### src/rtl/mono_last_note_priority_voicer_unit_macros.svh
// Assertion shorthands for the voicer: clocked on clk, quiet during reset.
`ifndef MONO_LAST_NOTE_PRIORITY_VOICER_UNIT_MACROS_SVH
`define MONO_LAST_NOTE_PRIORITY_VOICER_UNIT_MACROS_SVH

// Check a consequence in the same cycle as its antecedent.
`define MLNPV_ASSERT_NOW(label, ante, cons, msg) \
    label: assert property (@(posedge clk) disable iff (!rst_n) (ante) |-> (cons)) \
        else $error(msg);

// Check a consequence in the cycle after its antecedent.
`define MLNPV_ASSERT_NEXT(label, ante, cons, msg) \
    label: assert property (@(posedge clk) disable iff (!rst_n) (ante) |=> (cons)) \
        else $error(msg);

`endif

### src/rtl/mlnpv_pkg.sv
package mlnpv_pkg;

    // Sizing
    localparam int STACK_DEPTH = 16;
    localparam int VOICES      = 3;
    localparam int MAX_RESULTS = 3;
    localparam int PITCH_MIN   = 1;
    localparam int PITCH_MAX   = 99;

    // Field widths
    localparam int OP_W    = 2;
    localparam int CH_W    = 4;
    localparam int NOTE_W  = 7;
    localparam int VEL_W   = 7;
    localparam int VOICE_W = 2;
    localparam int PITCH_W = 7;
    localparam int OFF_W   = 8;
    localparam int DIFF_W  = NOTE_W + 3;

    // Derived widths
    localparam int IDX_W     = (STACK_DEPTH > 1) ? $clog2(STACK_DEPTH) : 1;
    localparam int CNT_W     = $clog2(STACK_DEPTH + 1);
    localparam int VIDX_W    = (VOICES > 1) ? $clog2(VOICES) : 1;
    localparam int ADDR_W    = VIDX_W + IDX_W;
    localparam int MEM_DEPTH = 1 << ADDR_W;
    localparam int RES_W     = (MAX_RESULTS > 1) ? $clog2(MAX_RESULTS) : 1;

    // Operation codes
    localparam logic [OP_W-1:0] OP_NOTE_ON  = 2'd0;
    localparam logic [OP_W-1:0] OP_NOTE_OFF = 2'd1;
    localparam logic [OP_W-1:0] OP_ALL_OFF  = 2'd2;

    typedef logic [NOTE_W-1:0]  note_t;
    typedef logic [CNT_W-1:0]   cnt_t;
    typedef logic [VIDX_W-1:0]  vidx_t;
    typedef logic [VOICE_W-1:0] voice_t;
    typedef logic [RES_W-1:0]   res_cnt_t;
    typedef logic [CH_W:0]      chx_t;
    typedef logic [ADDR_W-1:0]  addr_t;

    typedef struct packed {
        logic [OP_W-1:0]  op;
        logic [CH_W-1:0]  channel;
        logic [NOTE_W-1:0] note;
        logic [VEL_W-1:0] velocity;
    } in_item_t;

    typedef struct packed {
        logic [VOICE_W-1:0] voice;
        logic               gate;
        logic               retrigger;
        logic [PITCH_W-1:0] pitch;
        logic [NOTE_W-1:0]  source_note;
        logic [VEL_W-1:0]   out_velocity;
        logic               last;
    } out_item_t;

endpackage

### src/rtl/mlnpv_ram.sv
module mlnpv_ram #(
    parameter int WIDTH  = 8,
    parameter int DEPTH  = 16,
    parameter int ADDR_W = $clog2(DEPTH)
) (
    input  logic              clk,
    input  logic              wr_en,
    input  logic [ADDR_W-1:0] wr_addr,
    input  logic [WIDTH-1:0]  wr_data,
    input  logic              rd_en,
    input  logic [ADDR_W-1:0] rd_addr,
    output logic [WIDTH-1:0]  rd_data
);

    logic [WIDTH-1:0] mem [DEPTH];

    // Write one entry, register one read
    always_ff @(posedge clk)
    begin
        if (wr_en)
        begin
            mem[wr_addr] <= wr_data;
        end
        if (rd_en)
        begin
            rd_data <= mem[rd_addr];
        end
    end

endmodule

### src/rtl/mono_last_note_priority_voicer_unit.sv
// Note on: the stack of that voice is scanned and compacted to take the note out; a note on
// to a full stack drops the oldest entry in a second pass; then the note is pushed and registered.
// Note off: the scan takes the note out; only an off that removes the top note gives a result.
// All notes off: one release per busy voice, lowest voice first, issued while the output is free.
// The input stalls until the item is done; the scan compares one stack entry per cycle.
// Reset clears counts, offset, output.
`include "mono_last_note_priority_voicer_unit_macros.svh"

module mono_last_note_priority_voicer_unit (
    input  logic                          clk,
    input  logic                          rst_n,
    input  logic                          in_valid,
    output logic                          in_stall,
    input  mlnpv_pkg::in_item_t           in_item,
    output logic                          out_valid,
    input  logic                          out_stall,
    output mlnpv_pkg::out_item_t          out_item,
    input  logic                          cfg_valid,
    output logic                          cfg_ready,
    input  logic [mlnpv_pkg::OFF_W-1:0]   cfg_data
);

    typedef enum logic [2:0] {
        ST_IDLE,
        ST_SCAN,
        ST_PUSH,
        ST_EMIT,
        ST_ALLOFF
    } state_t;

    state_t                          state_reg, state_next;
    logic [mlnpv_pkg::OFF_W-1:0]     off_reg, off_next;
    mlnpv_pkg::cnt_t                 held_count_reg [mlnpv_pkg::VOICES];
    mlnpv_pkg::cnt_t                 held_count_next [mlnpv_pkg::VOICES];
    logic                            is_on_reg, is_on_next;
    mlnpv_pkg::vidx_t                vidx_reg, vidx_next;
    mlnpv_pkg::note_t                note_reg, note_next;
    logic [mlnpv_pkg::VEL_W-1:0]     vel_reg, vel_next;
    mlnpv_pkg::cnt_t                 rd_idx_reg, rd_idx_next;
    mlnpv_pkg::cnt_t                 wr_idx_reg, wr_idx_next;
    mlnpv_pkg::cnt_t                 pass_cnt_reg, pass_cnt_next;
    logic                            pend_reg, pend_next;
    logic                            pend_first_reg, pend_first_next;
    logic                            pend_last_reg, pend_last_next;
    logic                            drop_reg, drop_next;
    logic                            was_reg, was_next;
    logic                            active_reg, active_next;
    mlnpv_pkg::note_t                kept_reg, kept_next;
    mlnpv_pkg::out_item_t            res_reg, res_next;
    logic [mlnpv_pkg::VOICES-1:0]    mask_reg, mask_next;
    mlnpv_pkg::res_cnt_t             emit_cnt_reg, emit_cnt_next;
    logic                            out_valid_reg, out_valid_next;
    mlnpv_pkg::out_item_t            out_item_reg, out_item_next;

    // RAM port
    logic                            mem_wr_en;
    mlnpv_pkg::addr_t                mem_wr_addr;
    mlnpv_pkg::note_t                mem_wr_data;
    logic                            mem_rd_en;
    mlnpv_pkg::addr_t                mem_rd_addr;
    mlnpv_pkg::note_t                mem_rd_data;

    // Shared clamp unit
    mlnpv_pkg::note_t                clamp_src;
    logic signed [mlnpv_pkg::DIFF_W-1:0] diff;
    logic [mlnpv_pkg::PITCH_W-1:0]   clamped;

    logic                            accept;
    logic                            out_free;
    logic                            ch_ok;
    mlnpv_pkg::vidx_t                in_vidx;
    mlnpv_pkg::cnt_t                 in_cnt;
    logic                            keep;
    mlnpv_pkg::vidx_t                low_vidx;
    logic [mlnpv_pkg::VOICES-1:0]    rest_mask;
    logic                            fin;
    logic                            count_ok;

    mlnpv_ram #(
        .WIDTH  (mlnpv_pkg::NOTE_W),
        .DEPTH  (mlnpv_pkg::MEM_DEPTH),
        .ADDR_W (mlnpv_pkg::ADDR_W)
    ) u_stack_ram (
        .clk     (clk),
        .wr_en   (mem_wr_en),
        .wr_addr (mem_wr_addr),
        .wr_data (mem_wr_data),
        .rd_en   (mem_rd_en),
        .rd_addr (mem_rd_addr),
        .rd_data (mem_rd_data)
    );

    assign in_stall  = (state_reg != ST_IDLE);
    assign accept    = in_valid && !in_stall;
    assign out_free  = !out_valid_reg || !out_stall;
    assign out_valid = out_valid_reg;
    assign out_item  = out_item_reg;
    assign cfg_ready = 1'b1;

    assign in_vidx = in_item.channel[mlnpv_pkg::VIDX_W-1:0];
    assign ch_ok   = ({1'b0, in_item.channel} < mlnpv_pkg::chx_t'(mlnpv_pkg::VOICES));

    // Clamp note minus offset into the pitch range
    always_comb
    begin
        clamp_src = (state_reg == ST_PUSH) ? note_reg : kept_reg;
        diff = $signed({3'b000, clamp_src}) - $signed({{2{off_reg[mlnpv_pkg::OFF_W-1]}}, off_reg});
        if (diff < $signed(mlnpv_pkg::DIFF_W'(mlnpv_pkg::PITCH_MIN)))
        begin
            clamped = mlnpv_pkg::PITCH_W'(mlnpv_pkg::PITCH_MIN);
        end
        else if (diff > $signed(mlnpv_pkg::DIFF_W'(mlnpv_pkg::PITCH_MAX)))
        begin
            clamped = mlnpv_pkg::PITCH_W'(mlnpv_pkg::PITCH_MAX);
        end
        else
        begin
            clamped = diff[mlnpv_pkg::PITCH_W-1:0];
        end
    end

    // Pick the lowest busy voice for all notes off
    always_comb
    begin
        low_vidx = '0;
        for (int v = mlnpv_pkg::VOICES - 1; v >= 0; v--)
        begin
            if (mask_reg[v])
            begin
                low_vidx = mlnpv_pkg::vidx_t'(v);
            end
        end
        rest_mask = mask_reg;
        rest_mask[low_vidx] = 1'b0;
        fin = (rest_mask == '0) ||
              (emit_cnt_reg == mlnpv_pkg::res_cnt_t'(mlnpv_pkg::MAX_RESULTS - 1));
    end

    assign in_cnt = held_count_reg[in_vidx];
    assign keep   = (mem_rd_data != note_reg) && !(drop_reg && pend_first_reg);

    // Sequencer
    always_comb
    begin
        state_next      = state_reg;
        off_next        = off_reg;
        held_count_next = held_count_reg;
        is_on_next      = is_on_reg;
        vidx_next       = vidx_reg;
        note_next       = note_reg;
        vel_next        = vel_reg;
        rd_idx_next     = rd_idx_reg;
        wr_idx_next     = wr_idx_reg;
        pass_cnt_next   = pass_cnt_reg;
        pend_next       = pend_reg;
        pend_first_next = pend_first_reg;
        pend_last_next  = pend_last_reg;
        drop_next       = drop_reg;
        was_next        = was_reg;
        active_next     = active_reg;
        kept_next       = kept_reg;
        res_next        = res_reg;
        mask_next       = mask_reg;
        emit_cnt_next   = emit_cnt_reg;
        out_valid_next  = out_valid_reg;
        out_item_next   = out_item_reg;
        mem_wr_en       = 1'b0;
        mem_wr_addr     = {vidx_reg, wr_idx_reg[mlnpv_pkg::IDX_W-1:0]};
        mem_wr_data     = note_reg;
        mem_rd_en       = 1'b0;
        mem_rd_addr     = {vidx_reg, rd_idx_reg[mlnpv_pkg::IDX_W-1:0]};

        // Take the offset register
        if (cfg_valid)
        begin
            off_next = cfg_data;
        end

        // Drop the output item once taken
        if (out_valid_reg && !out_stall)
        begin
            out_valid_next = 1'b0;
        end

        unique case (state_reg)
            ST_IDLE:
            begin
                if (accept)
                begin
                    unique case (in_item.op)
                        mlnpv_pkg::OP_NOTE_ON, mlnpv_pkg::OP_NOTE_OFF:
                        begin
                            if (ch_ok && !(in_item.op == mlnpv_pkg::OP_NOTE_OFF &&
                                           in_cnt == '0))
                            begin
                                is_on_next    = (in_item.op == mlnpv_pkg::OP_NOTE_ON);
                                vidx_next     = in_vidx;
                                note_next     = in_item.note;
                                vel_next      = in_item.velocity;
                                was_next      = (in_cnt != '0);
                                pass_cnt_next = in_cnt;
                                rd_idx_next   = '0;
                                wr_idx_next   = '0;
                                pend_next     = 1'b0;
                                drop_next     = 1'b0;
                                active_next   = 1'b0;
                                state_next    = ST_SCAN;
                            end
                        end
                        mlnpv_pkg::OP_ALL_OFF:
                        begin
                            for (int v = 0; v < mlnpv_pkg::VOICES; v++)
                            begin
                                mask_next[v]       = (held_count_reg[v] != '0);
                                held_count_next[v] = '0;
                            end
                            emit_cnt_next = '0;
                            if (mask_next != '0)
                            begin
                                state_next = ST_ALLOFF;
                            end
                        end
                        default:
                        begin
                        end
                    endcase
                end
            end

            ST_SCAN:
            begin
                // Compare the entry read last cycle and compact it down
                if (pend_reg)
                begin
                    if (keep)
                    begin
                        mem_wr_en   = 1'b1;
                        mem_wr_data = mem_rd_data;
                        wr_idx_next = wr_idx_reg + 1'b1;
                        kept_next   = mem_rd_data;
                    end
                    if (pend_last_reg)
                    begin
                        active_next = (mem_rd_data == note_reg);
                    end
                end

                // Issue the next read
                if (rd_idx_reg != pass_cnt_reg)
                begin
                    mem_rd_en       = 1'b1;
                    pend_next       = 1'b1;
                    pend_first_next = (rd_idx_reg == '0);
                    pend_last_next  = (mlnpv_pkg::cnt_t'(rd_idx_reg + 1'b1) == pass_cnt_reg);
                    rd_idx_next     = rd_idx_reg + 1'b1;
                end
                else
                begin
                    pend_next = 1'b0;
                end

                // Finish the pass
                if (rd_idx_reg == pass_cnt_reg && !pend_reg)
                begin
                    if (is_on_reg)
                    begin
                        if (!drop_reg &&
                            wr_idx_reg == mlnpv_pkg::cnt_t'(mlnpv_pkg::STACK_DEPTH))
                        begin
                            drop_next     = 1'b1;
                            pass_cnt_next = wr_idx_reg;
                            rd_idx_next   = '0;
                            wr_idx_next   = '0;
                        end
                        else
                        begin
                            state_next = ST_PUSH;
                        end
                    end
                    else
                    begin
                        held_count_next[vidx_reg] = wr_idx_reg;
                        if (active_reg)
                        begin
                            res_next.voice        = mlnpv_pkg::voice_t'(vidx_reg);
                            res_next.gate         = (wr_idx_reg != '0);
                            res_next.retrigger    = 1'b0;
                            res_next.pitch        = (wr_idx_reg != '0) ? clamped : '0;
                            res_next.source_note  = (wr_idx_reg != '0) ? kept_reg : note_reg;
                            res_next.out_velocity = '0;
                            res_next.last         = 1'b1;
                            state_next            = ST_EMIT;
                        end
                        else
                        begin
                            state_next = ST_IDLE;
                        end
                    end
                end
            end

            ST_PUSH:
            begin
                // Push the note on top and gate the voice
                mem_wr_en                 = 1'b1;
                mem_wr_data               = note_reg;
                held_count_next[vidx_reg] = wr_idx_reg + 1'b1;
                res_next.voice            = mlnpv_pkg::voice_t'(vidx_reg);
                res_next.gate             = 1'b1;
                res_next.retrigger        = !was_reg;
                res_next.pitch            = clamped;
                res_next.source_note      = note_reg;
                res_next.out_velocity     = vel_reg;
                res_next.last             = 1'b1;
                state_next                = ST_EMIT;
            end

            ST_EMIT:
            begin
                if (out_free)
                begin
                    out_valid_next = 1'b1;
                    out_item_next  = res_reg;
                    state_next     = ST_IDLE;
                end
            end

            ST_ALLOFF:
            begin
                // Release one busy voice per cycle while the output is free
                if (out_free)
                begin
                    out_valid_next             = 1'b1;
                    out_item_next              = '0;
                    out_item_next.voice        = mlnpv_pkg::voice_t'(low_vidx);
                    out_item_next.last         = fin;
                    mask_next                  = rest_mask;
                    emit_cnt_next              = emit_cnt_reg + 1'b1;
                    if (fin)
                    begin
                        state_next = ST_IDLE;
                    end
                end
            end

            default:
            begin
                state_next = ST_IDLE;
            end
        endcase
    end

    // Hold state and registered outputs
    always_ff @(posedge clk or negedge rst_n)
    begin
        if (!rst_n)
        begin
            state_reg      <= ST_IDLE;
            off_reg        <= '0;
            held_count_reg <= '{default: '0};
            is_on_reg      <= 1'b0;
            vidx_reg       <= '0;
            note_reg       <= '0;
            vel_reg        <= '0;
            rd_idx_reg     <= '0;
            wr_idx_reg     <= '0;
            pass_cnt_reg   <= '0;
            pend_reg       <= 1'b0;
            pend_first_reg <= 1'b0;
            pend_last_reg  <= 1'b0;
            drop_reg       <= 1'b0;
            was_reg        <= 1'b0;
            active_reg     <= 1'b0;
            kept_reg       <= '0;
            res_reg        <= '0;
            mask_reg       <= '0;
            emit_cnt_reg   <= '0;
            out_valid_reg  <= 1'b0;
            out_item_reg   <= '0;
        end
        else
        begin
            state_reg      <= state_next;
            off_reg        <= off_next;
            held_count_reg <= held_count_next;
            is_on_reg      <= is_on_next;
            vidx_reg       <= vidx_next;
            note_reg       <= note_next;
            vel_reg        <= vel_next;
            rd_idx_reg     <= rd_idx_next;
            wr_idx_reg     <= wr_idx_next;
            pass_cnt_reg   <= pass_cnt_next;
            pend_reg       <= pend_next;
            pend_first_reg <= pend_first_next;
            pend_last_reg  <= pend_last_next;
            drop_reg       <= drop_next;
            was_reg        <= was_next;
            active_reg     <= active_next;
            kept_reg       <= kept_next;
            res_reg        <= res_next;
            mask_reg       <= mask_next;
            emit_cnt_reg   <= emit_cnt_next;
            out_valid_reg  <= out_valid_next;
            out_item_reg   <= out_item_next;
        end
    end

    // Every held count stays within the stack
    always_comb
    begin
        count_ok = 1'b1;
        for (int v = 0; v < mlnpv_pkg::VOICES; v++)
        begin
            if (held_count_reg[v] > mlnpv_pkg::cnt_t'(mlnpv_pkg::STACK_DEPTH))
            begin
                count_ok = 1'b0;
            end
        end
    end

    `MLNPV_ASSERT_NOW(a_count_in_range, 1'b1, count_ok, "held count beyond stack depth")
    `MLNPV_ASSERT_NOW(a_compact_behind_read, state_reg == ST_SCAN, wr_idx_reg <= rd_idx_reg, "compaction write overtook read")
    `MLNPV_ASSERT_NOW(a_result_limit, state_reg == ST_ALLOFF, emit_cnt_reg < mlnpv_pkg::res_cnt_t'(mlnpv_pkg::MAX_RESULTS), "too many releases")
    `MLNPV_ASSERT_NEXT(a_push_holds_note, state_reg == ST_PUSH, held_count_reg[vidx_reg] != '0, "push left voice empty")

endmodule
### config.mk
export PLATFORM = sky130hd
export DESIGN_NAME = mono_last_note_priority_voicer_unit
export DESIGN_NICKNAME = d
export VERILOG_FILES = /design/src/rtl/mlnpv_pkg.sv /design/src/rtl/mlnpv_ram.sv /design/src/rtl/mono_last_note_priority_voicer_unit.sv
export VERILOG_INCLUDE_DIRS = /design/src /design/src/rtl
export SDC_FILE = /design/constraint.sdc
export NUM_CORES = 1
export LEC_CHECK = 0
export BUFFER_PORTS_ARGS = -buffer_cell sky130_fd_sc_hd__buf_2
export CORE_UTILIZATION = 67
export CTS_CLUSTER_DIAMETER = 30
export DETAILED_ROUTE_END_ITERATION = 6
export HOLD_SLACK_MARGIN = 0.06
export PLACE_DENSITY_LB_ADDON = 0.05
export REMOVE_ABC_BUFFERS = 1
export SYNTH_ARGS = -nofsm -noshare
export SYNTH_HDL_FRONTEND = slang
export SYNTH_SLANG_ARGS = --single-unit
### constraint.sdc
create_clock -name clk -period 6.75 [get_ports clk]
set_input_delay 0.675 -clock clk [delete_from_list [all_inputs] [get_ports clk]]
set_output_delay 0.675 -clock clk [all_outputs]
set_load 0.005 [all_outputs]
==> results.sh, run 1 <==
export IMPL_fin_util=0.8071
export IMPL_largest_reg_flops=448
export IMPL_dr_first_iter_drc_count=1599
export IMPL_synth_top_cell_area_share=0.5579
export IMPL_drc_errors=4
export IMPL_ctsHtreeMaxLevel=3
export IMPL_synthFlopType="edfxtp_1"
export IMPL_wl_um=59620
export IMPL_cts_max_path_buffers=3
export IMPL_core_area_um2=35740
export IMPL_synth_most_common_cell="edfxtp_1"
export IMPL_synth_compound_area_frac=0.07454
export IMPL_grt_pass1_vias=15030
export IMPL_worst_pin_slew_ns=1.024
export IMPL_finalCritPeriodShare=0.5701
export IMPL_die_area_um2=37320
export IMPL_synth_simple_area_share=0.08083
export IMPL_use_met2=0.5427
export IMPL_groute_layer_met1_usage=0.4515
export IMPL_path_max_fanout=21
export IMPL_rsz0062_at_grt="false"
export IMPL_clock_fmax_mhz=259.9
export IMPL_clkSinkCount=584
export IMPL_yosys_area_share_xor_xnor=0.008123
export IMPL_status="complete, but fails checks"
export IMPL_synth_seq_cells=584
export IMPL_gp_congestion=0.9208
export IMPL_synth_top_family_by_area="multiplexers"
export IMPL_finClkSkew_ns=0.02624
export IMPL_p_leak_nw=10.46
export IMPL_fin_hold_ws_ns=0.2610
export IMPL_grt_pass1_wl_um=90860
export IMPL_cts_resized=0
export IMPL_grt_max_degree=75
export IMPL_nets=1757
export IMPL_netlist_instances=1612
export IMPL_dr_pass1_iters=7
export IMPL_slew_viol_final=0
export IMPL_wl_per_cell_um=26.32
export IMPL_yosysTopAreaCell="edfxtp_1"
export IMPL_hold_viol=0
export IMPL_rows=69
export IMPL_synth_avg_cell_area_um2=15.19
export IMPL_synthDistinctLibCells=76
export IMPL_layout_drive_gt1_share=0.2417
export IMPL_setup_violations=0
export IMPL_criticalPathCategory="reg2reg"
export IMPL_hpwlAfterDp_um=32750
export IMPL_synthToLayoutAreaGrowth_pct=17.80
export IMPL_clockRootBuffer="clkbuf_16"
export IMPL_finalCriticalPeriod_ns=3.848
export IMPL_antenna_found_initial=0
export IMPL_overflow=0
export IMPL_vias=15020
export IMPL_start_util=0.6852
export IMPL_gr_usage_met3=0.07511
export IMPL_synth_edf_count=455
export IMPL_cts_tree="built"
export IMPL_tns_ns=0
export IMPL_cp_start_kind="flip-flop"
export IMPL_final_antenna_net_count=0
export IMPL_ir_worst_vdd_uv=348.1
export IMPL_cts_buffers=107
export IMPL_io_buffers=60
export IMPL_synthMuxAreaShare=0.1189
export IMPL_ys_seq_area_frac=0.6897
export IMPL_synth_fa_ha_area_frac=0.006948
export IMPL_failed_checks="design-rule violations"
export IMPL_via_per_inst=6.630
export IMPL_grtUsageTotal=0.3344
export IMPL_finalPower_w=0.01504
export IMPL_synth_area_um2=24490
export IMPL_die_w_um=193.2
export IMPL_synth_top_cells_by_count="edfxtp_1, nand2_1, dfrtp_1"
export IMPL_postCtsHoldBufs=1
export IMPL_maxCapViolCount=0
export IMPL_grt_most_used_layer="met2"
export IMPL_io_pins=62
export IMPL_yosysWarnings=0
export IMPL_antenna_cells=0
export IMPL_powerDensity_nw_per_um2=521.4
export IMPL_cts_setup_buffers=0
export IMPL_worst_setup_path_end_kind="flip-flop"
export IMPL_clkTransAtPathRegs_ns=0.05
export IMPL_ys_async_sr_fraction=0.2209
export IMPL_hold_path_class="in2reg"
export IMPL_dieHeight_um=193.2
export IMPL_ys_top_cells_by_area="edfxtp_1, dfrtp_1, mux4_2, nand2_1, o21ai_0"
export IMPL_relSlewSlack=0.3157
export IMPL_cp_data_required_time_ns=7.30
export IMPL_arrival_ns=4.39
export IMPL_clock_latency_ns=0.63
==> per-layer routing <==
| layer | vias up | part of all wire |
|---|---|---|
| li1 | 6424 | - |
| met1 | 7521 | 0.38 |
| met2 | 915 | 0.50 |
| met3 | 157 | 0.092 |
| met4 | 0 | 0.032 |
| met5 | - | 0 |
==> through the flow <==
stage | instances | setup WS [ns] | cell area [um2]
detailed placement | 2062 | 3.065 | 25150
global placement | 2062 | 3.195 | 25150
finish | 2265 | 2.902 | 28850
floorplan | 1519 | 0.4884 | 24070
CTS | 2265 | 3.010 | 28850
global route | 2265 | 2.564 | 28850
==> final timing paths <==
check	from	to	slack, ns	cells after the start
max	state_reg[2]	res_reg[16]	2.90	11
min	cfg_data[2]	off_reg[2]	0.26	3
max reg2reg	state_reg[2]	res_reg[16]	2.90	11
min reg2reg	was_reg	res_reg[22]	0.46	1
max in group asynchronous	rst_n	out_item[21]	4.81	3
min in group asynchronous	rst_n	vel_reg[1]	0.59	2
==> cell usage in the layout (no fill, tap or decap), types with 20 or more instances in the layout <==
cell / count
clkbuf_16: 108
mux2_2: 21
buf_4: 22
o21ai_0: 78
dfrtp_1: 125
nand2_1: 260
nor2_1: 89
inv_1: 22
a31oi_1: 20
mux4_2: 112
a21oi_1: 53
buf_2: 59
edfxtp_1: 455
==> where the power goes <==
part | total, W | switching [W] | internal [W]
registers | 0.00544 | 0.000509 | 0.00493
clock network | 0.00539 | 0.00194 | 0.00345
logic | 0.00421 | 0.00266 | 0.00155
==> logic make-up after synthesis <==
group | Yosys count
flops | 584
fa+ha+maj | 13
compound gates | 273
simple gates | 456
xor+xnor | 21
other cells | 1
mux | 148
buf+inv | 116
==> final cells by class <==
class	instances	area [um2]
sequential	584	16900
multi-input combinational	912	7107
fill	1845	6893
clock buffer	114	2735
clock inverter	88	958.4
tap	461	576.8
timing repair buffer	83	481.7
inverter	23	86.33
==> worst max-delay path: stages, from the launching register on <==
cell	delay, ns
dfrtp_1	0.63
nor2_1	0.12
nand2_1	0.60
mux2i_1	0.20
ha_1	0.25
fa_1	0.49
nor2b_1	0.20
o211ai_1	0.21
a21oi_1	0.29
nand2_1	0.11
nor3_1	0.41
o32a_1	0.24
(Power assumes the default switching activity.)
==> inputs of run 2 (changes only) <==
Settings changed: CORE_UTILIZATION 67 to 62.
Clock period 6.75 ns to 4 ns, I/O delays scaled along.
==> results.sh, run 2 (synthesis results as in run 1) <==
export IMPL_crit_path_frequent_cell="nand2_1"
export IMPL_clock_fmax_mhz=296.3
export IMPL_reg2reg_from="state_reg[2]"
export IMPL_worst_setup_path_end_kind="flip-flop"
export IMPL_cts_setup_buffers=0
export IMPL_cp_slowest_cell="dfrtp_1"
export IMPL_start_util=0.6307
export IMPL_criticalPathCategory="reg2reg"
export IMPL_vias=14840
export IMPL_path_buf_inv=0
export IMPL_dieHeight_um=200.7
export IMPL_ir_worst_vdd_uv=740.2
export IMPL_combPwrFrac=0.282
export IMPL_hold_viol=0
export IMPL_status="complete, no violations"
export IMPL_cts_max_path_buffers=3
export IMPL_clkTransAtPathRegs_ns=0.05
export IMPL_min_delay_start="out_stall"
export IMPL_rows=72
export IMPL_grt_max_degree=109
export IMPL_dr_pass1_iters=7
export IMPL_dr_first_iter_drc_count=1453
export IMPL_rsz0062_at_grt="false"
export IMPL_finalCriticalPeriod_ns=3.374
export IMPL_hpwlAfterDp_um=34160
export IMPL_mostFrequentLayoutCells="edfxtp_1, nand2_1, dfrtp_1"
export IMPL_nets=1795
export IMPL_path_max_fanout=16
export IMPL_slew_viol_final=0
export IMPL_wl_per_cell_um=24.48
export IMPL_critPathMaxStageDelay_ns=0.56
export IMPL_cts_buffers=108
export IMPL_hold_path_class="in2reg"
export IMPL_power_switching_w=0.008429
export IMPL_sw_frac_of_total=0.3293
export IMPL_grt_pass1_vias=15070
export IMPL_clkPwrFrac=0.362
export IMPL_antenna_found_initial=0
export IMPL_cts_resized=0
export IMPL_io_pins=62
export IMPL_finClkSkew_ns=0.01681
export IMPL_clockRootBuffer="clkbuf_16"
export IMPL_gp_congestion=0.9118
export IMPL_wl_um=57670
export IMPL_worst_pin_slew_ns=0.9964
export IMPL_maxCapViolCount=0
export IMPL_cp_start_kind="flip-flop"
export IMPL_powerDensity_nw_per_um2=872.7
export IMPL_p_int_w=0.01717
export IMPL_synthToLayoutAreaGrowth_pct=19.77
export IMPL_core_area_um2=38830
export IMPL_antenna_cells=0
export IMPL_setup_violations=0
export IMPL_largest_reg_flops=448
export IMPL_grt_pass1_wl_um=89530
export IMPL_postCtsHoldBufs=24
export IMPL_cp_data_required_time_ns=4.57
export IMPL_via_per_inst=6.299
export IMPL_finalPower_w=0.02560
export IMPL_clkSinkCount=584
export IMPL_startpoint="state_reg[2]"
export IMPL_final_antenna_net_count=0
export IMPL_io_buffers=60
export IMPL_relSlewSlack=0.3357
export IMPL_fin_util=0.7554
export IMPL_ctsHtreeMaxLevel=3
export IMPL_m1WireLength_um=23540
export IMPL_layout_drive_gt1_share=0.2388
export IMPL_die_area_um2=40300
export IMPL_die_w_um=200.7
export IMPL_top_layer="met4"
export IMPL_p_leak_nw=10.69
export IMPL_drc_errors=0
export IMPL_met2_length_um=28050
export IMPL_finalCritPeriodShare=0.8436
export IMPL_dr_wl_met3_um=4116
export IMPL_crit_family="simple AND/OR/NAND/NOR gates"
export IMPL_cts_tree="built"
export IMPL_grtUsageTotal=0.2969
export IMPL_worstPathCellList="nor2_1 -> nand2_1 -> mux2i_1 -> ha_1 -> fa_1 -> nor2b_1 -> o211ai_1 -> a21oi_1 -> nand2_1 -> nor3_1 -> o32a_1"
export IMPL_arrival_ns=3.94
export IMPL_p_seq_frac=0.356
export IMPL_overflow=0
export IMPL_clock_latency_ns=0.63
export IMPL_final_common_cell="edfxtp_1"
==> run 2: cell types whose count changed in the layout (fill, tap and decap cells not counted), sizes merged <==
cell         change
dlygate4sd3     +23
clkinvlp         -8
clkinv           -1
bufinv           +4
clkbuf           +6
buf             +14
inv              -4
==> run 2: area by class of cell <==
cell class / instances / area [um2]
Sequential cell: 584 / 16900
Fill cell: 2279 / 9497
Multi-Input combinational cell: 912 / 7107
Clock buffer: 120 / 2831
Clock inverter: 79 / 924.6
Timing Repair Buffer: 120 / 829.5
Tap cell: 518 / 648.1
Inverter: 23 / 86.33
==> run 2: metrics by stage <==
step	worst slack [ns]	hold WS, ns	instances	instance area (um2)	setup TNS, ns
3_5_place_dp	0.6948	0.4492	2133	25330	0
2_1_floorplan	-2.262	0.1044	1519	24070	-149.21
3_3_place_gp	0.7576	0.4464	2133	25330	0
6_report	0.6256	0.08690	2356	29330	0
5_1_grt	0.2957	0.09869	2356	29330	0
4_1_cts	0.6656	0.06163	2356	29330	0
==> run 2: power groups by stage <==
stage          combinational [W]  sequential [W]  clock [W]
6_report                 0.00721         0.00911    0.00928
4_1_cts                  0.00722         0.00911    0.00934
2_1_floorplan            0.00458         0.00930          0
3_3_place_gp             0.00700         0.00918          0
5_1_grt                  0.00784         0.00922    0.00961
3_5_place_dp             0.00712         0.00921          0
==> run 2: final timing paths <==
| check | end | slack (ns) | cells past startpoint |
|---|---|---|---|
| max | res_reg[16] | 0.63 | 11 |
| min | out_valid | 0.09 | 3 |
| max reg2reg | res_reg[16] | 0.63 | 11 |
| min reg2reg | res_reg[0] | 0.46 | 1 |
| max in group asynchronous | pass_cnt_reg[4] | 2.69 | 3 |
| min in group asynchronous | res_reg[25] | 0.46 | 2 |
==> run 2: worst register-to-register path: cells and delay by family, from the launching register on <==
| kind | cells | cell delay [ns] |
|---|---|---|
| AND/OR/NAND/NOR | 5 | 1.19 |
| multiplexers | 1 | 0.21 |
| flip-flops | 1 | 0.56 |
| AO/OA/AOI/OAI | 3 | 0.66 |
| adder cells (fa/ha/maj) | 2 | 0.71 |
==> run 2: per-layer routing <==
metal	up-vias	track usage
met5	-	0
met4	0	0.1175
met3	134	0.04951
met2	704	0.4756
met1	7511	0.4139
li1	6492	-
==> inputs of run 3 (changes only) <==
Settings changed: CORE_UTILIZATION 62 to 56.
Clock period 4 ns to 2.85 ns, I/O delays scaled along.
==> results.sh, run 3 (synthesis results as in run 1) <==
export IMPL_final_common_cell="edfxtp_1"
export IMPL_wl_per_cell_um=23.22
export IMPL_io_buffers=60
export IMPL_vias=15180
export IMPL_start_util=0.5685
export IMPL_final_antenna_net_count=0
export IMPL_cts_tree="built"
export IMPL_core_area_um2=43080
export IMPL_mostFrequentLayoutCells="edfxtp_1, nand2_1, buf_4"
export IMPL_finClkSkew_ns=0.02650
export IMPL_largest_reg_flops=448
export IMPL_dieHeight_um=211.1
export IMPL_dr_pass1_iters=7
export IMPL_ir_worst_vdd_uv=707.7
export IMPL_hpwlAfterDp_um=36690
export IMPL_finalCritPeriodShare=0.9937
export IMPL_dr_first_iter_drc_count=1370
export IMPL_rsz0062_at_grt="true"
export IMPL_cp_data_required_time_ns=3.17
export IMPL_slew_viol_final=0
export IMPL_worst_setup_path_end_kind="flip-flop"
export IMPL_tns_ns=0
export IMPL_overflow=0
export IMPL_synthToLayoutAreaGrowth_pct=26.69
export IMPL_path_max_fanout=12
export IMPL_grt_pass1_wl_um=91690
export IMPL_drc_errors=0
export IMPL_criticalPathCategory="reg2reg"
export IMPL_die_area_um2=44570
export IMPL_layout_drive_gt1_share=0.3027
export IMPL_arrival_ns=3.16
export IMPL_wl_um=60130
export IMPL_via_per_inst=5.863
export IMPL_cts_max_path_buffers=3
export IMPL_powerDensity_nw_per_um2=1212
export IMPL_grt_pass1_vias=15430
export IMPL_startpoint="rd_idx_reg[0]"
export IMPL_worst_pin_slew_ns=0.7214
export IMPL_cts_buffers=115
export IMPL_hold_viol=0
export IMPL_clock_latency_ns=0.66
export IMPL_cp_start_kind="flip-flop"
export IMPL_clock_fmax_mhz=353.1
export IMPL_ctsHtreeMaxLevel=3
export IMPL_reg2reg_from="rd_idx_reg[0]"
export IMPL_relSlewSlack=0.5173
export IMPL_antenna_found_initial=0
export IMPL_rows=76
export IMPL_clockRootBuffer="clkbuf_16"
export IMPL_p_leak_nw=11.58
export IMPL_die_w_um=211.1
export IMPL_setup_violations=0
export IMPL_status="complete, no violations"
export IMPL_finalCriticalPeriod_ns=2.832
export IMPL_hold_path_class="in2reg"
export IMPL_min_delay_start="in_item[15]"
export IMPL_clkSinkCount=584
export IMPL_io_pins=62
export IMPL_nets=1949
export IMPL_gp_congestion=0.8600
export IMPL_antenna_cells=0
export IMPL_fin_util=0.7203
export IMPL_clkTransAtPathRegs_ns=0.05
export IMPL_grtUsageTotal=0.2783
export IMPL_grt_max_degree=67
export IMPL_maxCapViolCount=0
-- run 3: cell types whose count changed in the layout (fill, tap and decap cells not counted), moves of 4 or more --
cell,delta
clkinvlp_4,+6
buf_4,+117
clkbuf_8,+4
bufinv_16,-5
o21ai_0,-4
clkbuf_1,+8
dlygate4sd3_1,+14
clkbuf_16,+7
inv_6,-4
buf_12,+16
-- run 3: per-layer routing --
| layer | wire (um) | vias up | global-route usage | part of all wire |
|---|---|---|---|---|
| met1 | 25460 | 7687 | 0.3832 | 0.42 |
| met3 | 3823 | 111 | 0.05798 | 0.064 |
| met4 | 1496 | 0 | 0.09345 | 0.025 |
| li1 | - | 6831 | - | - |
| met5 | 0 | - | 0 | 0 |
| met2 | 29350 | 555 | 0.4456 | 0.49 |
-- run 3: final timing paths --
kind | cells after the start | end | slack (ns)
max in group asynchronous | 3 | res_reg[15] | 1.87
min in group asynchronous | 2 | out_item[7] | 0.21
worst max register to register | 7 | u_stack_ram.rd_data[2] | 0.02
worst min-delay path | 2 | vidx_reg[1] | 0.1
worst max-delay path | 7 | u_stack_ram.rd_data[2] | 0.02
worst min register to register | 1 | res_reg[0] | 0.47
-- run 3: worst max-delay path, cell delays in order (launching register included) --
cell	delay, ns
dfrtp_4	0.56
buf_4	0.22
mux4_2	0.49
and2_1	0.18
a211oi_1	0.32
a31oi_1	0.10
a22oi_1	0.37
o221ai_1	0.27
-- run 3: cell type report --
type	instances	area, um2
Sequential cell	584	16900
Inverter	23	86.33
Timing Repair Buffer	267	2168
Clock inverter	80	823.3
Tap cell	585	732.0
Multi-Input combinational cell	912	7221
Clock buffer	139	3092
Fill cell	2791	12050
-- run 3: timing repair --
| item | in CTS | in global routing |
|---|---|---|
| pin swaps | 1 | 7 |
| resized for setup | 3 | 26 |
| buffers inserted | 0 | 7 |
| hold endpoints to repair | 93 | 0 |
| hold buffers | 38 | 0 |
| setup endpoints to repair | 4 | 10 |
-- run 3: per-stage QoR --
| stage | area, um2 | cells | hold slack, ns | total power, W | setup WS (ns) |
|---|---|---|---|---|---|
| final | 31030 | 2590 | 0.09689 | 0.03761 | 0.01793 |
| after global routing | 31030 | 2590 | 0.09548 | 0.03928 | -0.08523 |
| after CTS | 30860 | 2583 | 0.06969 | 0.03748 | 0.003171 |
| after detailed placement | 26550 | 2326 | 0.3248 | 0.02405 | -0.06313 |
| after global placement | 26550 | 2326 | 0.3250 | 0.02387 | 0.02528 |
| after floorplan | 24070 | 1519 | -0.01059 | 0.01906 | -3.412 |
-- run 3: where the power goes --
part           internal, W  switching [W]  total (W)
sequential          0.0117       0.000890     0.0126
clock              0.00875        0.00448     0.0132
combinational      0.00486        0.00697     0.0118
total               0.0253         0.0123     0.0376
